===== src/sv/cmc_pkg.sv =====
package cmc_pkg;

    // Sizing of the member store
    localparam int MAX_POINTS = 64;
    localparam int DIMS       = 64;
    localparam int PIXEL_BITS = 16;

    // Fixed field widths of the request and result words
    localparam int REQ_W = 2;
    localparam int DIM_W = 6;
    localparam int VAL_W = 16;

    localparam int MEM_DEPTH = MAX_POINTS * DIMS;
    localparam int ADDR_W    = $clog2(MEM_DEPTH);
    localparam int COUNT_W   = $clog2(MAX_POINTS + 1);

    typedef logic [PIXEL_BITS-1:0] t_pix;
    typedef logic [ADDR_W-1:0]     t_addr;
    typedef logic [COUNT_W-1:0]    t_count;

    typedef enum logic [REQ_W-1:0] {
        REQ_LOAD  = 2'd0,
        REQ_QUERY = 2'd1,
        REQ_CLEAR = 2'd2
    } t_req;

    // Command into the selection engine
    typedef struct packed {
        logic   start;
        t_addr  base;
        t_count n;
    } t_sel_cmd;

    // Read request toward the store
    typedef struct packed {
        logic  en;
        t_addr addr;
    } t_rd_req;

    // Result out of the selection engine
    typedef struct packed {
        logic done;
        t_pix value;
    } t_sel_res;

    function automatic logic dim_ok(input logic [DIM_W-1:0] d);
        return (32'(d) < DIMS);
    endfunction

endpackage


===== src/sv/cmc_select.sv =====
module cmc_select
    import cmc_pkg::*;
(
    input  logic     i_clk,
    input  logic     i_rst_n,
    input  t_sel_cmd i_cmd,
    output logic     o_busy,
    output t_rd_req  o_rd,
    input  t_pix     i_rd_data,
    output t_sel_res o_res
);

    // One result bit per pass over the stored column, most significant first
    typedef enum logic [3:0] {
        S_IDLE   = 4'b0001,
        S_SWEEP  = 4'b0010,
        S_DRAIN  = 4'b0100,
        S_DECIDE = 4'b1000
    } t_sel_state;

    t_sel_state r_state, n_state;
    logic       r_rd_vld, n_rd_vld;
    t_addr      r_base, n_base;
    t_addr      r_addr, n_addr;
    t_count     r_idx, n_idx;
    t_count     r_n, n_n;
    t_count     r_k, n_k;
    t_count     r_cnt0, n_cnt0;
    t_pix       r_prefix, n_prefix;
    t_pix       r_mask, n_mask;
    t_pix       r_bit, n_bit;

    logic       match;
    logic       bit_zero;
    logic       take_one;

    assign match    = ((i_rd_data ^ r_prefix) & r_mask) == '0;
    assign bit_zero = (i_rd_data & r_bit) == '0;
    assign take_one = !(r_k < r_cnt0);

    always_comb begin
        n_state  = r_state;
        n_base   = r_base;
        n_addr   = r_addr;
        n_idx    = r_idx;
        n_n      = r_n;
        n_k      = r_k;
        n_cnt0   = r_cnt0;
        n_prefix = r_prefix;
        n_mask   = r_mask;
        n_bit    = r_bit;
        n_rd_vld = (r_state == S_SWEEP);

        // count candidates that still share the prefix and hold a zero here
        if (r_rd_vld && match && bit_zero) begin
            n_cnt0 = r_cnt0 + 1'b1;
        end

        unique case (r_state)
            S_IDLE: begin
                if (i_cmd.start) begin
                    n_base   = i_cmd.base;
                    n_addr   = i_cmd.base;
                    n_idx    = '0;
                    n_n      = i_cmd.n;
                    n_k      = i_cmd.n >> 1;
                    n_cnt0   = '0;
                    n_prefix = '0;
                    n_mask   = '0;
                    n_bit    = {1'b1, {(PIXEL_BITS-1){1'b0}}};
                    n_state  = S_SWEEP;
                end
            end
            S_SWEEP: begin
                n_addr = r_addr + ADDR_W'(DIMS);
                n_idx  = r_idx + 1'b1;
                if (r_idx == r_n - 1'b1) begin
                    n_state = S_DRAIN;
                end
            end
            S_DRAIN: begin
                n_state = S_DECIDE;
            end
            S_DECIDE: begin
                if (take_one) begin
                    n_prefix = r_prefix | r_bit;
                    n_k      = r_k - r_cnt0;
                end
                n_mask = r_mask | r_bit;
                n_bit  = r_bit >> 1;
                if (r_bit[0]) begin
                    n_state = S_IDLE;
                end else begin
                    n_addr  = r_base;
                    n_idx   = '0;
                    n_cnt0  = '0;
                    n_state = S_SWEEP;
                end
            end
            default: begin
                n_state = S_IDLE;
            end
        endcase
    end

    always_ff @(posedge i_clk) begin
        if (!i_rst_n) begin
            r_state  <= S_IDLE;
            r_rd_vld <= 1'b0;
        end else begin
            r_state  <= n_state;
            r_rd_vld <= n_rd_vld;
        end
    end

    always_ff @(posedge i_clk) begin
        r_base   <= n_base;
        r_addr   <= n_addr;
        r_idx    <= n_idx;
        r_n      <= n_n;
        r_k      <= n_k;
        r_cnt0   <= n_cnt0;
        r_prefix <= n_prefix;
        r_mask   <= n_mask;
        r_bit    <= n_bit;
    end

    assign o_busy     = (r_state != S_IDLE);
    assign o_rd.en    = (r_state == S_SWEEP);
    assign o_rd.addr  = r_addr;
    assign o_res.done  = (r_state == S_DECIDE) && r_bit[0];
    assign o_res.value = take_one ? (r_prefix | r_bit) : r_prefix;

endmodule


===== config.mk =====
export PLATFORM = sky130hd
export DESIGN_NAME = cmc_select
export DESIGN_NICKNAME = d
export VERILOG_FILES = /design/src/sv/cmc_pkg.sv /design/src/sv/cmc_select.sv
export SDC_FILE = /design/constraint.sdc
export NUM_CORES = 1
export LEC_CHECK = 0
export BUFFER_PORTS_ARGS = -buffer_cell sky130_fd_sc_hd__buf_4
export CORE_UTILIZATION = 25
export DETAILED_ROUTE_END_ITERATION = 10
export GPL_TIMING_DRIVEN = 1
export SYNTH_ARGS = -nofsm -noshare
export SYNTH_HDL_FRONTEND = slang
export SYNTH_SLANG_ARGS = --single-unit

===== constraint.sdc =====
create_clock -name i_clk -period 5.3 [get_ports i_clk]
set_input_delay 1.59 -clock i_clk [delete_from_list [all_inputs] [get_ports i_clk]]
set_output_delay 1.59 -clock i_clk [all_outputs]
set_load 0.02 [all_outputs]

; ---- After elaboration in Yosys (flattened, before gate mapping)
; Cells that the tools add are included.
[totals]
out_inout_bits = 31
word_cells = 67
rom_bits = 0
ff_bits = 105
ramBits = 0
input_bits = 38
memories = 0
latch_bits = 0
[classes]
n_shift = 0
n_mul = 0
magnitude_cmp = 1
muxes = 23
n_reduce_logical = 12
n_bitwise = 5
eq_ne = 10
div_mod_pow = 0
n_addsub = 5
[ops]
columns = op, n
row1 = $pmux 16 s2, 3
row2 = $mux 7, 7
row3 = $mux 16, 3
row4 = $pmux 12 s3, 1
row5 = $and 16x16->16, 2
row6 = $logic_not 16->1, 2
row7 = $or 16x16->16, 2
row8 = $pmux 7 s2, 2
row9 = $mux 12, 2
row10 = $pmux 7 s3, 1
row11 = $pmux 4 s4, 1
row12 = $xor 16x16->16, 1
row13 = $add 7x1->7 const B, 2
row14 = $add 12x7->12 const B, 1
row15 = $mux 4, 2
row16 = $eq 7x7->1, 1
row17 = $lt 7x7->1, 1
row18 = $sub 7x1->7 const B, 1
row19 = $sub 7x7->7, 1
row20 = $ne 2x2->1 const B, 3
row21 = $reduce_and 2->1, 3
row22 = $reduce_and 3->1, 2
row23 = $eq 4x1->1 const B, 1
row24 = $eq 4x2->1 const B, 1
row25 = other kinds (8), 10

; ---- Longest topological paths before layout
; Gate-level depths: netlist of run 1.
[depth]
ltp_word = 8
depth_mapped = 9
ltp_nobuf = 9

; ---- Worst setup path before layout of run 1
; Ideal clock, no wire load.
[synth_path]
path_type = input to register
startpoint = input i_cmd[19] (netlist name)
endpoint = register r_bit[0] (enable)
setup_ps = 520
setup_slack_ps = -248
path_stages = 2
n_path_buf = 0
t_arrival_ps = 5028
t_required_ps = 4780
cell_sequence = inv_1 -> o21ai_0
[synth_via]
elab_chain_cells = 2
[synth_rtl]
columns = element, line_no
row1 = "start, declared", cmc_select.sv:6  ; input t_sel_cmd i_cmd,
row2 = $ne 2x2->1 (no source line), n/a
row3 = $reduce_and 2->1 (no source line), n/a
row4 = "end signal, assigned", cmc_select.sv:125  ; r_bit <= n_bit;
row5 = "end, declared", cmc_select.sv:31  ; t_pix r_bit, n_bit;
; No other way between the ends.
; A chain may end at the register's enable or synchronous reset.

==> insert_results.sql, run 1 <==
INSERT INTO impl_metrics (metric_group, metric, value, unit) VALUES
('status', 'run_status', 'finished, final reports clean', ''),
('cts', 'post-cts-setup-buffers', '0', ''),
('placed_design', 'detailed_place_hpwl', '8980', 'um'),
('logic_synthesis', 'netlist_area', '5170', 'sq um'),
('sta', 'slew_viol_final', '0', ''),
('global_routing', 'grt_pass1_wl', '20500', 'um'),
('logic_synthesis', 'synth_cell_type_count', '54', ''),
('cts', 'ctsLongestPathBuffers', '2', ''),
('setup_path', 'setup.reg_to_reg.worst_slack', '2.07', 'ns'),
('logic_synthesis', 'synth_seq_cells', '105', ''),
('pwr', 'total_power', '0.00246', 'W'),
('cts', 'cts_root_buffer', 'clkbuf_16', ''),
('sta', 'final_skew', '0.00906', 'ns'),
('floorplan', 'die_area', '21300', 'sq um'),
('global_routing', 'grt_antenna_before_repair', '0', ''),
('sta', 'tightestPinTransition', '1.04', 'ns'),
('route', 'post-route-drc-count', '0', ''),
('logic_synthesis', 'post_synth_main_area_contributors', 'edfxtp_1, dfxtp_1, xor2_1', ''),
('route', 'finalWirelength', '12400', 'um'),
('route', 'route.layer.met1.wl', '5880', 'um'),
('route', 'top_routing_layer_in_use', 'met4', ''),
('sta', 'max_slew_margin', '29.8', '%'),
('final_layout', 'n_diodes', '0', ''),
('sta', 'maxClockFrequency', '0.229', 'GHz'),
('pwr', 'ir_drop', '0.145', 'mV'),
('global_routing', 'total_global_routing_overflow', '0', ''),
('sta', 'setup_failing_eps_final', '0', ''),
('final_layout', 'finish.net_count', '568', ''),
('global_routing', 'grt_start_max_net_pins', '48', ''),
('sta', 'setup-tns-final', '0', 'ns'),
('global_routing', 'groute.usage.overall', '12.2', '%'),
('route', 'num_vias', '3666', ''),
('setup_path', 'worstSetupPathType', 'flip-flop to primary output', ''),
('cts', 'numCtsBuffers', '9', ''),
('logic_synthesis', 'synth_adder_area_share', '3.05', '%'),
('placed_design', 'io_buffer_count', '68', ''),
('route', 'route.detailed.wl_per_inst', '15.6', 'um'),
('worst_hold_path', 'min_from', 'r_cnt0[6]', ''),
('cts', 'cts_resized', '0', ''),
('cts', 'clk_pin_slew', '0.07', 'ns'),
('worst_hold_path', 'hp-class', 'flip-flop to flip-flop', ''),
('route', 'wl_met2', '5880', 'um'),
('route', 'wl_met3', '459', 'um'),
('logic_synthesis', 'post-synth-top-area-fraction', '54.0', '%'),
('worst_hold_path', 'min_to', 'r_cnt0[6]', ''),
('floorplan', 'ios', '69', ''),
('cts', 'cts_tree', 'built', ''),
('logic_synthesis', 'synth_edf_count', '93', ''),
('global_routing', 'grt_pass1_vias', '3816', ''),
('setup_path', 'worst_setup_path_end_kind', 'primary output', ''),
('sta', 'rsz0062_at_grt', 'no', ''),
('sta', 'hold_violations', '0', ''),
('floorplan', 'starting_density', '25.6', '%'),
('logic_synthesis', 'synth_top_area_cell', 'edfxtp_1', ''),
('floorplan', 'chipHeight', '146', 'um'),
('logic_synthesis', 'yosys-top-cells-count', 'edfxtp_1, nor2_1, a21oi_1, nand2_1, xor2_1', ''),
('cts', 'cts_hold_buf', '0', ''),
('pwr', 'leakage_power_summed_over_all_cells', '2.36', 'nW'),
('setup_path', 'r2r-end', 'r_k[5]', ''),
('logic_synthesis', 'synthFlopType', 'edfxtp_1', ''),
('logic_synthesis', 'syn_area_per_cell', '11.4', 'sq um'),
('floorplan', 'rows', '52', ''),
('setup_path', 'critical_path.max_stage_delay', '0.80', 'ns'),
('route', 'vias_per_cell', '4.62', ''),
('setup_path', 'required_time_of_the_worst_setup_path', '3.71', 'ns'),
('logic_synthesis', 'yosys.area_share.xor_xnor', '6.60', '%'),
('placed_design', 'final_weighted_congestion_in_routability_driven_placement', '0.782', ''),
('logic_synthesis', 'synth_most_common_cell', 'edfxtp_1', ''),
('sta', 'period_needed', '4.37', 'ns'),
('final_layout', 'fin_util', '31.2', '%'),
('floorplan', 'floorplan.core_area', '20200', 'sq um');
layout make-up:
| type | count | area [sq um] |
|---|---|---|
| clock inverter | 7 | 85.1 |
| tap | 270 | 338 |
| multi-input combinational | 313 | 2020 |
| timing repair buffer | 73 | 548 |
| fill | 2040 | 13900 |
| inverter | 16 | 60.1 |
| sequential | 105 | 3030 |
| clock buffer | 9 | 225 |
layer usage:
layer / GRT usage (%) / up-vias
met5: 0 / -
met4: 3.95 / 0
met3: 2.54 / 14
met2: 19.5 / 73
met1: 16.4 / 1778
li1: - / 1801
how the worst max path moves through the flow:
stage	startpoint	end	slack, ns
4_1_cts	r_cnt0[1]	o_res[15]	0.91
2_1_floorplan	i_cmd[19]	r_bit[0]	1.05
3_5_place_dp	r_cnt0[1]	o_res[15]	1.31
3_3_place_gp	r_cnt0[1]	o_res[15]	1.44
5_1_grt	r_cnt0[1]	o_res[15]	0.58
6_report	r_cnt0[1]	o_res[15]	0.93
placed cells by master (no fill, tap or decap), types with 3 or more instances in the layout:
cell type,synthesis,final
o21ai_0,21,20
a22o_1,7,7
a21oi_1,38,37
nor4_1,3,3
xnor2_1,13,13
nand2b_1,4,4
clkbuf_16,0,9
nand2_1,38,38
a22oi_1,14,14
edfxtp_1,93,93
nor2_1,49,49
ha_1,11,11
nand3_1,10,10
and2_1,16,16
dfxtp_1,12,12
buf_4,2,73
mux2i_1,3,3
inv_1,15,14
or3_1,3,3
o211ai_1,16,16
xor2_1,26,26
cell families after synthesis:
logic type / count (synthesis)
DFF: 105
muxes: 3
AOI/OAI and AO/OA: 112
xor gates and xnor gates: 39
and+or+nand+nor: 147
adders and majority gates: 12
buffers and inverters: 36
state kept, by name (all words and copies together) (netlist names):
| signal | cells |
|---|---|
| r_base | 12 |
| r_addr | 12 |
| r_n | 7 |
| r_state | 4 |
| r_idx | 7 |
| r_k | 7 |
| r_mask | 16 |
| r_prefix | 16 |
| r_bit | 16 |
| r_rd_vld | 1 |
| r_cnt0 | 7 |
worst max-delay path: cells and delay by family (launching register included):
family / cells / cell delay, ns
compound gates: 4 / 1.30
fa+ha+maj: 1 / 0.26
buf+inv: 2 / 0.20
flops: 1 / 0.42
simple gates: 2 / 0.23
report_power, final:
part / switching (W) / internal, W / total [W]
Clock: 0.000332 / 0.000377 / 0.000709
Sequential: 0.000106 / 0.00107 / 0.00118
Combinational: 0.000350 / 0.000228 / 0.000579
per-stage QoR:
step / hold WS, ns / area, sq um / setup slack (ns)
after floorplan: 0.435 / 5170 / 1.05
after global placement: 0.447 / 6000 / 1.44
after detailed placement: 0.481 / 6000 / 1.31
after CTS: 0.492 / 6310 / 0.906
after global routing: 0.534 / 6310 / 0.583
final: 0.487 / 6310 / 0.931
(Power assumes the default switching activity.)
==> run 2: changes to the inputs <==
- clock period: 5.3 -> 3.8 ns (I/O delays scaled with it)
==> run 2 against run 1 <==
Effect of this change:
- largest power group unchanged
- hold slack lost 0.014 ns
- largest cell class unchanged
- power increased by 39%
- register-to-register slack lost 0.76 ns
- critical path depth rose by 1
- non-clock buffer count rose by 2
- first-iteration DRC count up 0.37%
- die area stayed put
- clock-buffer cell count rose by 2
- critical endpoint is now o_res[1]
==> insert_results.sql, run 2 (synthesis gave the netlist of run 1 again) <==
INSERT INTO impl_metrics (metric_group, metric, value, unit) VALUES
('status', 'run_status', 'finished, final reports clean', ''),
('route', 'detail_route.iter0.violations', '271', ''),
('cts', 'cts_hold_buf', '0', ''),
('cts', 'htree_num_levels', '3', ''),
('global_routing', 'groute.usage.overall', '12.2', '%'),
('setup_path', 'worstPathMaxFanout', '18', ''),
('pwr', 'power_frac_comb', '24.1', '%'),
('floorplan', 'ios', '69', ''),
('setup_path', 'critical_path.startpoint', 'r_cnt0[1]', ''),
('sta', 'maxClockFrequency', '0.283', 'GHz'),
('floorplan', 'starting_density', '25.6', '%'),
('worst_hold_path', 'holdPathStages', '2', ''),
('pwr', 'proportion_of_total_power_due_to_net_switching', '31.6', '%'),
('flow_run', 'timing.max_cap.violations', '0', ''),
('route', 'post-route-drc-count', '0', ''),
('sta', 'setup_failing_eps_final', '0', ''),
('global_routing', 'grt_pass1_vias', '3894', ''),
('pwr', 'power_frac_clock', '27.9', '%'),
('setup_path', 'critical_path.reg2reg.startpoint', 'r_state[1]', ''),
('global_routing', 'total_global_routing_overflow', '0', ''),
('pwr', 'power-per-cell-area', '542', 'nW/um^2'),
('placed_design', 'final_weighted_congestion_in_routability_driven_placement', '0.798', ''),
('final_layout', 'layout-drive-gt1-share', '20.0', '%'),
('route', 'vias_per_cell', '4.75', ''),
('placed_design', 'detailed_place_hpwl', '9110', 'um'),
('placed_design', 'postPlaceCellArea', '6020', 'sq um'),
('floorplan', 'floorplan.core_area', '20200', 'sq um'),
('final_layout', 'stdcell_area', '6320', 'sq um'),
('sta', 'finalCritPeriodShare', '92.9', '%'),
('floorplan', 'width_of_the_die', '146', 'um'),
('final_layout', 'mostFrequentLayoutCells', 'edfxtp_1, buf_4, nor2_1, nand2_1, a21oi_1', ''),
('cts', 'cts_root_buffer', 'clkbuf_16', ''),
('route', 'drtAntennaViolNets', '0', ''),
('route', 'num_vias', '3778', ''),
('worst_hold_path', 'hp-class', 'flip-flop to flip-flop', ''),
('route', 'route.detailed.wl_per_inst', '15.8', 'um'),
('final_layout', 'nFillCells', '2005', ''),
('sta', 'hold_violations', '0', ''),
('setup_path', 'r2r-end', 'r_prefix[0]', ''),
('route', 'finalWirelength', '12600', 'um'),
('cts', 'cts_tree', 'built', ''),
('final_layout', 'n_diodes', '0', ''),
('sta', 'setup-tns-final', '0', 'ns'),
('final_layout', 'synthToLayoutAreaGrowth', '22.1', '%'),
('floorplan', 'die_area', '21300', 'sq um'),
('cts', 'cts.sink_count', '105', ''),
('pwr', 'leakage_power_summed_over_all_cells', '2.37', 'nW'),
('setup_path', 'timing.critical_path.from_type', 'flip-flop', ''),
('pwr', 'total_power', '0.00342', 'W'),
('placed_design', 'io_buffer_count', '68', ''),
('sta', 'final_skew', '0.00973', 'ns'),
('final_layout', 'area.sequential', '3030', 'sq um'),
('sta', 'tightestPinTransition', '1.00', 'ns'),
('floorplan', 'chipHeight', '146', 'um'),
('pwr', 'p_int', '0.00234', 'W'),
('pwr', 'p_sw', '0.00108', 'W'),
('cts', 'clk_latency', '0.36', 'ns'),
('sta', 'period_needed', '3.53', 'ns'),
('final_layout', 'most_common_cell_after_layout_fill_and_taps_aside', 'edfxtp_1', ''),
('setup_path', 'worst_setup_path_end_kind', 'primary output', ''),
('global_routing', 'grt_pass1_wl', '20200', 'um'),
('cts', 'clk_pin_slew', '0.07', 'ns'),
('setup_path', 'reg2reg_depth', '3', ''),
('global_routing', 'grt_start_max_net_pins', '34', ''),
('cts', 'ctsLongestPathBuffers', '2', ''),
('setup_path', 'worstSetupPathType', 'flip-flop to primary output', ''),
('worst_hold_path', 'min_from', 'r_cnt0[6]', ''),
('cts', 'numCtsBuffers', '9', ''),
('setup_path', 'worst-endpoint-arrival', '2.39', 'ns'),
('final_layout', 'reg.largest.list', 'r_bit: 16 flops, r_mask: 16 flops, r_prefix: 16 flops', ''),
('route', 'dr.pass1.iters', '5', ''),
('pwr', 'ir_drop', '0.218', 'mV'),
('setup_path', 'setup.reg_to_reg.worst_slack', '1.31', 'ns'),
('setup_path', 'critPathCapture', 'o_res[1]', ''),
('sta', 'rsz0062_at_grt', 'no', ''),
('sta', 'slew_viol_final', '0', ''),
('final_layout', 'finish.net_count', '570', ''),
('final_layout', 'multiInputGateArea', '2020', 'sq um'),
('floorplan', 'rows', '52', ''),
('global_routing', 'grt_antenna_before_repair', '0', ''),
('sta', 'max_slew_margin', '31.6', '%'),
('setup_path', 'required_time_of_the_worst_setup_path', '2.66', 'ns'),
('pwr', 'seqPwrFrac', '48.0', '%'),
('final_layout', 'fin_util', '31.2', '%');
run 2: what timing repair did:
| item | 4_1_cts | 5_1_grt |
|---|---|---|
| setup endpoints to repair | 0 | 1 |
| buffers inserted | 0 | 0 |
| hold endpoints to repair | 0 | 0 |
| gates resized for setup | 0 | 1 |
run 2: how the worst min path moves through the flow:
stage / end / slack (ns)
after CTS: r_cnt0[6] / 0.47
after floorplan: r_cnt0[6] / 0.43
after global placement: r_cnt0[6] / 0.45
after global routing: r_cnt0[6] / 0.51
after detailed placement: r_cnt0[6] / 0.46
final: r_cnt0[6] / 0.47
run 2: power groups by stage:
stage | clock network [W] | logic [W] | registers, W
after global placement | 0 | 0.000811 | 0.00166
after floorplan | 0 | 0.000491 | 0.00166
final | 0.000955 | 0.000826 | 0.00164
after detailed placement | 0 | 0.000826 | 0.00167
after CTS | 0.000974 | 0.000832 | 0.00164
after global routing | 0.00102 | 0.000900 | 0.00167
run 2: through the flow:
| stage | hold slack (ns) | std cells | setup slack [ns] |
|---|---|---|---|
| 6_report | 0.473 | 795 | 0.270 |
| 5_1_grt | 0.513 | 795 | 0.0870 |
| 4_1_cts | 0.474 | 795 | 0.204 |
| 3_5_place_dp | 0.464 | 779 | 0.600 |
| 3_3_place_gp | 0.448 | 779 | 0.676 |
| 2_1_floorplan | 0.435 | 454 | 0.000202 |
run 2: worst max-delay path: stages, from the launching register on:
cell,delay (ns)
dfxtp_1,0.43
inv_1,0.07
ha_1,0.26
nor2b_1,0.12
o21a_1,0.17
o21ai_1,0.16
a21oi_1,0.09
buf_4,0.22
o211ai_1,0.25
nand2_1,0.10
buf_4,0.17
run 2: per-layer routing:
layer	part of all wire [%]	GRT usage [%]	vias to the layer above	wire (um)
met5	0	0	-	0
met4	1.3	4.79	0	161
met3	4.2	2.63	12	534
met2	49	20.0	87	6110
met1	46	15.5	1883	5770
li1	-	-	1796	-
run 2: layout make-up:
type	instances	area share (%)
clock buffers	11	3.68
clock inverters	5	0.990
inverters	16	0.950
multi-input cells	313	31.9
flip-flops and latches	105	48.0
well taps	270	5.35
repair buffers	75	9.11
==> run 3: changes to the inputs <==
- ABC_AREA: not set -> 1
==> run 3 against run 2 <==
Effect of this change:
- via count up 17%
- sequential share of layout area is 3.5 points lower
- cell count is 26% higher
==> insert_results.sql, run 3 <==
INSERT INTO impl_metrics (metric_group, metric, value, unit) VALUES
('status', 'run_status', 'finished, final reports clean', ''),
('logic_synthesis', 'post-synth-top-area-fraction', '48.9', '%'),
('route', 'post-route-drc-count', '0', ''),
('placed_design', 'detailed_place_hpwl', '9510', 'um'),
('logic_synthesis', 'synth_most_common_cell', 'nand2_1', ''),
('logic_synthesis', 'netlist_area', '5710', 'sq um'),
('sta', 'final_skew', '0.0105', 'ns'),
('worst_hold_path', 'hp-class', 'flip-flop to flip-flop', ''),
('pwr', 'power_frac_clock', '28.4', '%'),
('cts', 'cts_tree', 'built', ''),
('route', 'dr.pass1.iters', '4', ''),
('final_layout', 'finish.net_count', '765', ''),
('pwr', 'p_sw', '0.00101', 'W'),
('final_layout', 'layout-drive-gt1-share', '21.1', '%'),
('pwr', 'ir_drop', '0.235', 'mV'),
('final_layout', 'synthToLayoutAreaGrowth', '19.3', '%'),
('cts', 'post-cts-setup-buffers', '0', ''),
('final_layout', 'fin_util', '30.8', '%'),
('cts', 'htree_num_levels', '3', ''),
('sta', 'finalCritPeriodShare', '92.1', '%'),
('floorplan', 'starting_density', '25.9', '%'),
('sta', 'max_slew_margin', '28.0', '%'),
('global_routing', 'grt_pass1_wl', '21500', 'um'),
('placed_design', 'io_buffer_count', '68', ''),
('sta', 'setup_failing_eps_final', '0', ''),
('global_routing', 'total_global_routing_overflow', '0', ''),
('global_routing', 'grt_pass1_vias', '4252', ''),
('worst_hold_path', 'holdPathStages', '2', ''),
('final_layout', 'nFillCells', '2292', ''),
('route', 'vias_per_cell', '4.43', ''),
('final_layout', 'reg.largest.list', 'r_bit: 16 flops, r_mask: 16 flops, r_prefix: 16 flops', ''),
('logic_synthesis', 'synth_seq_area_share', '53.1', '%'),
('cts', 'cts_resized', '0', ''),
('cts', 'clk_latency', '0.35', 'ns'),
('pwr', 'leakage_power_summed_over_all_cells', '3.03', 'nW'),
('pwr', 'proportion_of_total_power_due_to_net_switching', '31.9', '%'),
('placed_design', 'final_weighted_congestion_in_routability_driven_placement', '0.804', ''),
('floorplan', 'width_of_the_die', '153', 'um'),
('route', 'route.detailed.wl_per_inst', '12.9', 'um'),
('final_layout', 'stdcell_area', '6810', 'sq um'),
('sta', 'hold_worst_slack', '0.528', 'ns'),
('pwr', 'p_int', '0.00216', 'W'),
('pwr', 'power_frac_comb', '23.1', '%'),
('placed_design', 'postPlaceCellArea', '6530', 'sq um'),
('floorplan', 'chipHeight', '153', 'um'),
('logic_synthesis', 'post_synth_main_area_contributors', 'edfxtp_1, nand2_1, nor2_1', ''),
('logic_synthesis', 'post_synth_inst_count', '644', ''),
('route', 'finalWirelength', '12900', 'um'),
('setup_path', 'worst-endpoint-arrival', '2.36', 'ns'),
('pwr', 'seqPwrFrac', '48.5', '%'),
('flow_run', 'timing.max_cap.violations', '0', ''),
('sta', 'rsz0062_at_grt', 'no', ''),
('logic_synthesis', 'synth_edf_count', '93', ''),
('floorplan', 'rows', '54', ''),
('logic_synthesis', 'syn_area_per_cell', '8.87', 'sq um'),
('pwr', 'power-per-cell-area', '465', 'nW/um^2'),
('cts', 'clk_pin_slew', '0.07', 'ns'),
('cts', 'cts_root_buffer', 'clkbuf_16', ''),
('route', 'detail_route.iter0.violations', '170', ''),
('global_routing', 'groute.usage.overall', '11.6', '%'),
('floorplan', 'ios', '69', ''),
('cts', 'cts_hold_buf', '0', ''),
('logic_synthesis', 'synth_seq_cells', '105', ''),
('logic_synthesis', 'async_reset_ff_share', '0', '%'),
('logic_synthesis', 'synth_top_area_cell', 'edfxtp_1', ''),
('sta', 'tightestPinTransition', '1.08', 'ns'),
('final_layout', 'mostFrequentLayoutCells', 'nand2_1, nor2_1, edfxtp_1, inv_1, buf_4', ''),
('setup_path', 'worstPathMaxFanout', '17', ''),
('logic_synthesis', 'yosys-top-cells-count', 'nand2_1, nor2_1, edfxtp_1', ''),
('sta', 'setup-tns-final', '0', 'ns'),
('route', 'num_vias', '4431', ''),
('floorplan', 'die_area', '23500', 'sq um'),
('floorplan', 'floorplan.core_area', '22100', 'sq um'),
('global_routing', 'grt_start_max_net_pins', '64', ''),
('logic_synthesis', 'synthFlopType', 'edfxtp_1', ''),
('sta', 'hold_violations', '0', ''),
('final_layout', 'n_diodes', '0', ''),
('setup_path', 'required_time_of_the_worst_setup_path', '2.66', 'ns'),
('cts', 'numCtsBuffers', '9', ''),
('logic_synthesis', 'synth_cell_type_count', '43', ''),
('route', 'drtAntennaViolNets', '0', ''),
('final_layout', 'most_common_cell_after_layout_fill_and_taps_aside', 'nand2_1', ''),
('sta', 'maxClockFrequency', '0.286', 'GHz'),
('global_routing', 'grt_antenna_before_repair', '0', ''),
('sta', 'period_needed', '3.50', 'ns'),
('cts', 'ctsLongestPathBuffers', '2', ''),
('logic_synthesis', 'synth_fp_nets', '694', ''),
('setup_path', 'worst_setup_path_end_kind', 'primary output', ''),
('setup_path', 'timing.critical_path.from_type', 'flip-flop', ''),
('setup_path', 'worstSetupPathType', 'flip-flop to primary output', ''),
('sta', 'slew_viol_final', '0', ''),
('setup_path', 'reg2reg_depth', '5', ''),
('cts', 'cts.sink_count', '105', ''),
('logic_synthesis', 'yosys_warnings', '0', '');
-- run 3: cell types whose count changed in the layout (fill, tap and decap cells not counted), moves of 15 or more --
cell,before,now
inv_1,15,75
o211ai_1,16,1
nand2_1,38,168
nor2_1,49,101
and2_1,16,0
inv_2,1,19
a21oi_1,38,23
xor2_1,26,7
-- run 3: critical path: stages, from the launching register on --
cell and delay [ns]:
dfxtp_1 0.39, inv_1 0.08, ha_1 0.36, nand2_1 0.08
o21ai_2 0.17, nand4_2 0.14, o211ai_4 0.37, nand2_1 0.17
nand2_1 0.11, buf_4 0.14
-- run 3: area by class of cell --
| cell class | instances | area (sq um) | share of cell area, % |
|---|---|---|---|
| flip-flops and latches | 105 | 3030 | 44.5 |
| multi-input cells | 434 | 2260 | 33.2 |
| repair buffers | 71 | 533 | 7.82 |
| inverters | 94 | 353 | 5.18 |
| well taps | 280 | 350 | 5.14 |
| clock buffers | 10 | 229 | 3.36 |
| clock inverters | 6 | 52.6 | 0.771 |
-- run 3: cell families (layout without fill, tap and decap cells) --
family                   after synthesis  count (layout)  share of synthesized area [%]
AND/OR/NAND/NOR                      345             345                           27.1
buffers and inverters                105             181                           7.47
adder cells (fa/ha/maj)               12              12                           2.76
flip-flops                           105             105                           53.1
AO/OA/AOI/OAI                         62              62                           7.29
XOR/XNOR                              15              15                           2.30
-- run 3: worst paths after layout --
check	from	end	slack, ns
min	r_state[2]	r_state[2]	0.53
min reg2reg	r_state[2]	r_state[2]	0.53
max	r_cnt0[2]	o_res[4]	0.30
max reg2reg	r_state[0]	r_idx[3]	1.28
-- run 3: power groups by stage --
stage / logic, W / registers, W / clock network [W]
floorplan: 0.000465 / 0.00158 / 0
global placement: 0.000729 / 0.00156 / 0
detailed placement: 0.000736 / 0.00156 / 0
CTS: 0.000742 / 0.00154 / 0.000930
global route: 0.000821 / 0.00156 / 0.000971
finish: 0.000731 / 0.00154 / 0.000899
-- run 3: metal layers --
metal,share of wire [%],track usage [%],up-vias
met3,4.6,2.41,13
met1,49,15.8,2092
met2,46,18.5,87
li1,-,-,2239
met5,0,0,-
met4,1.2,3.13,0
-- run 3: metrics by stage --
| stage | setup slack [ns] | cells | power [W] |
|---|---|---|---|
| after floorplan | 0.502 | 644 | 0.00204 |
| after global placement | 0.739 | 984 | 0.00229 |
| after detailed placement | 0.644 | 984 | 0.00230 |
| after CTS | 0.252 | 1000 | 0.00321 |
| after global routing | 0.109 | 1000 | 0.00335 |
| final | 0.300 | 1000 | 0.00317 |
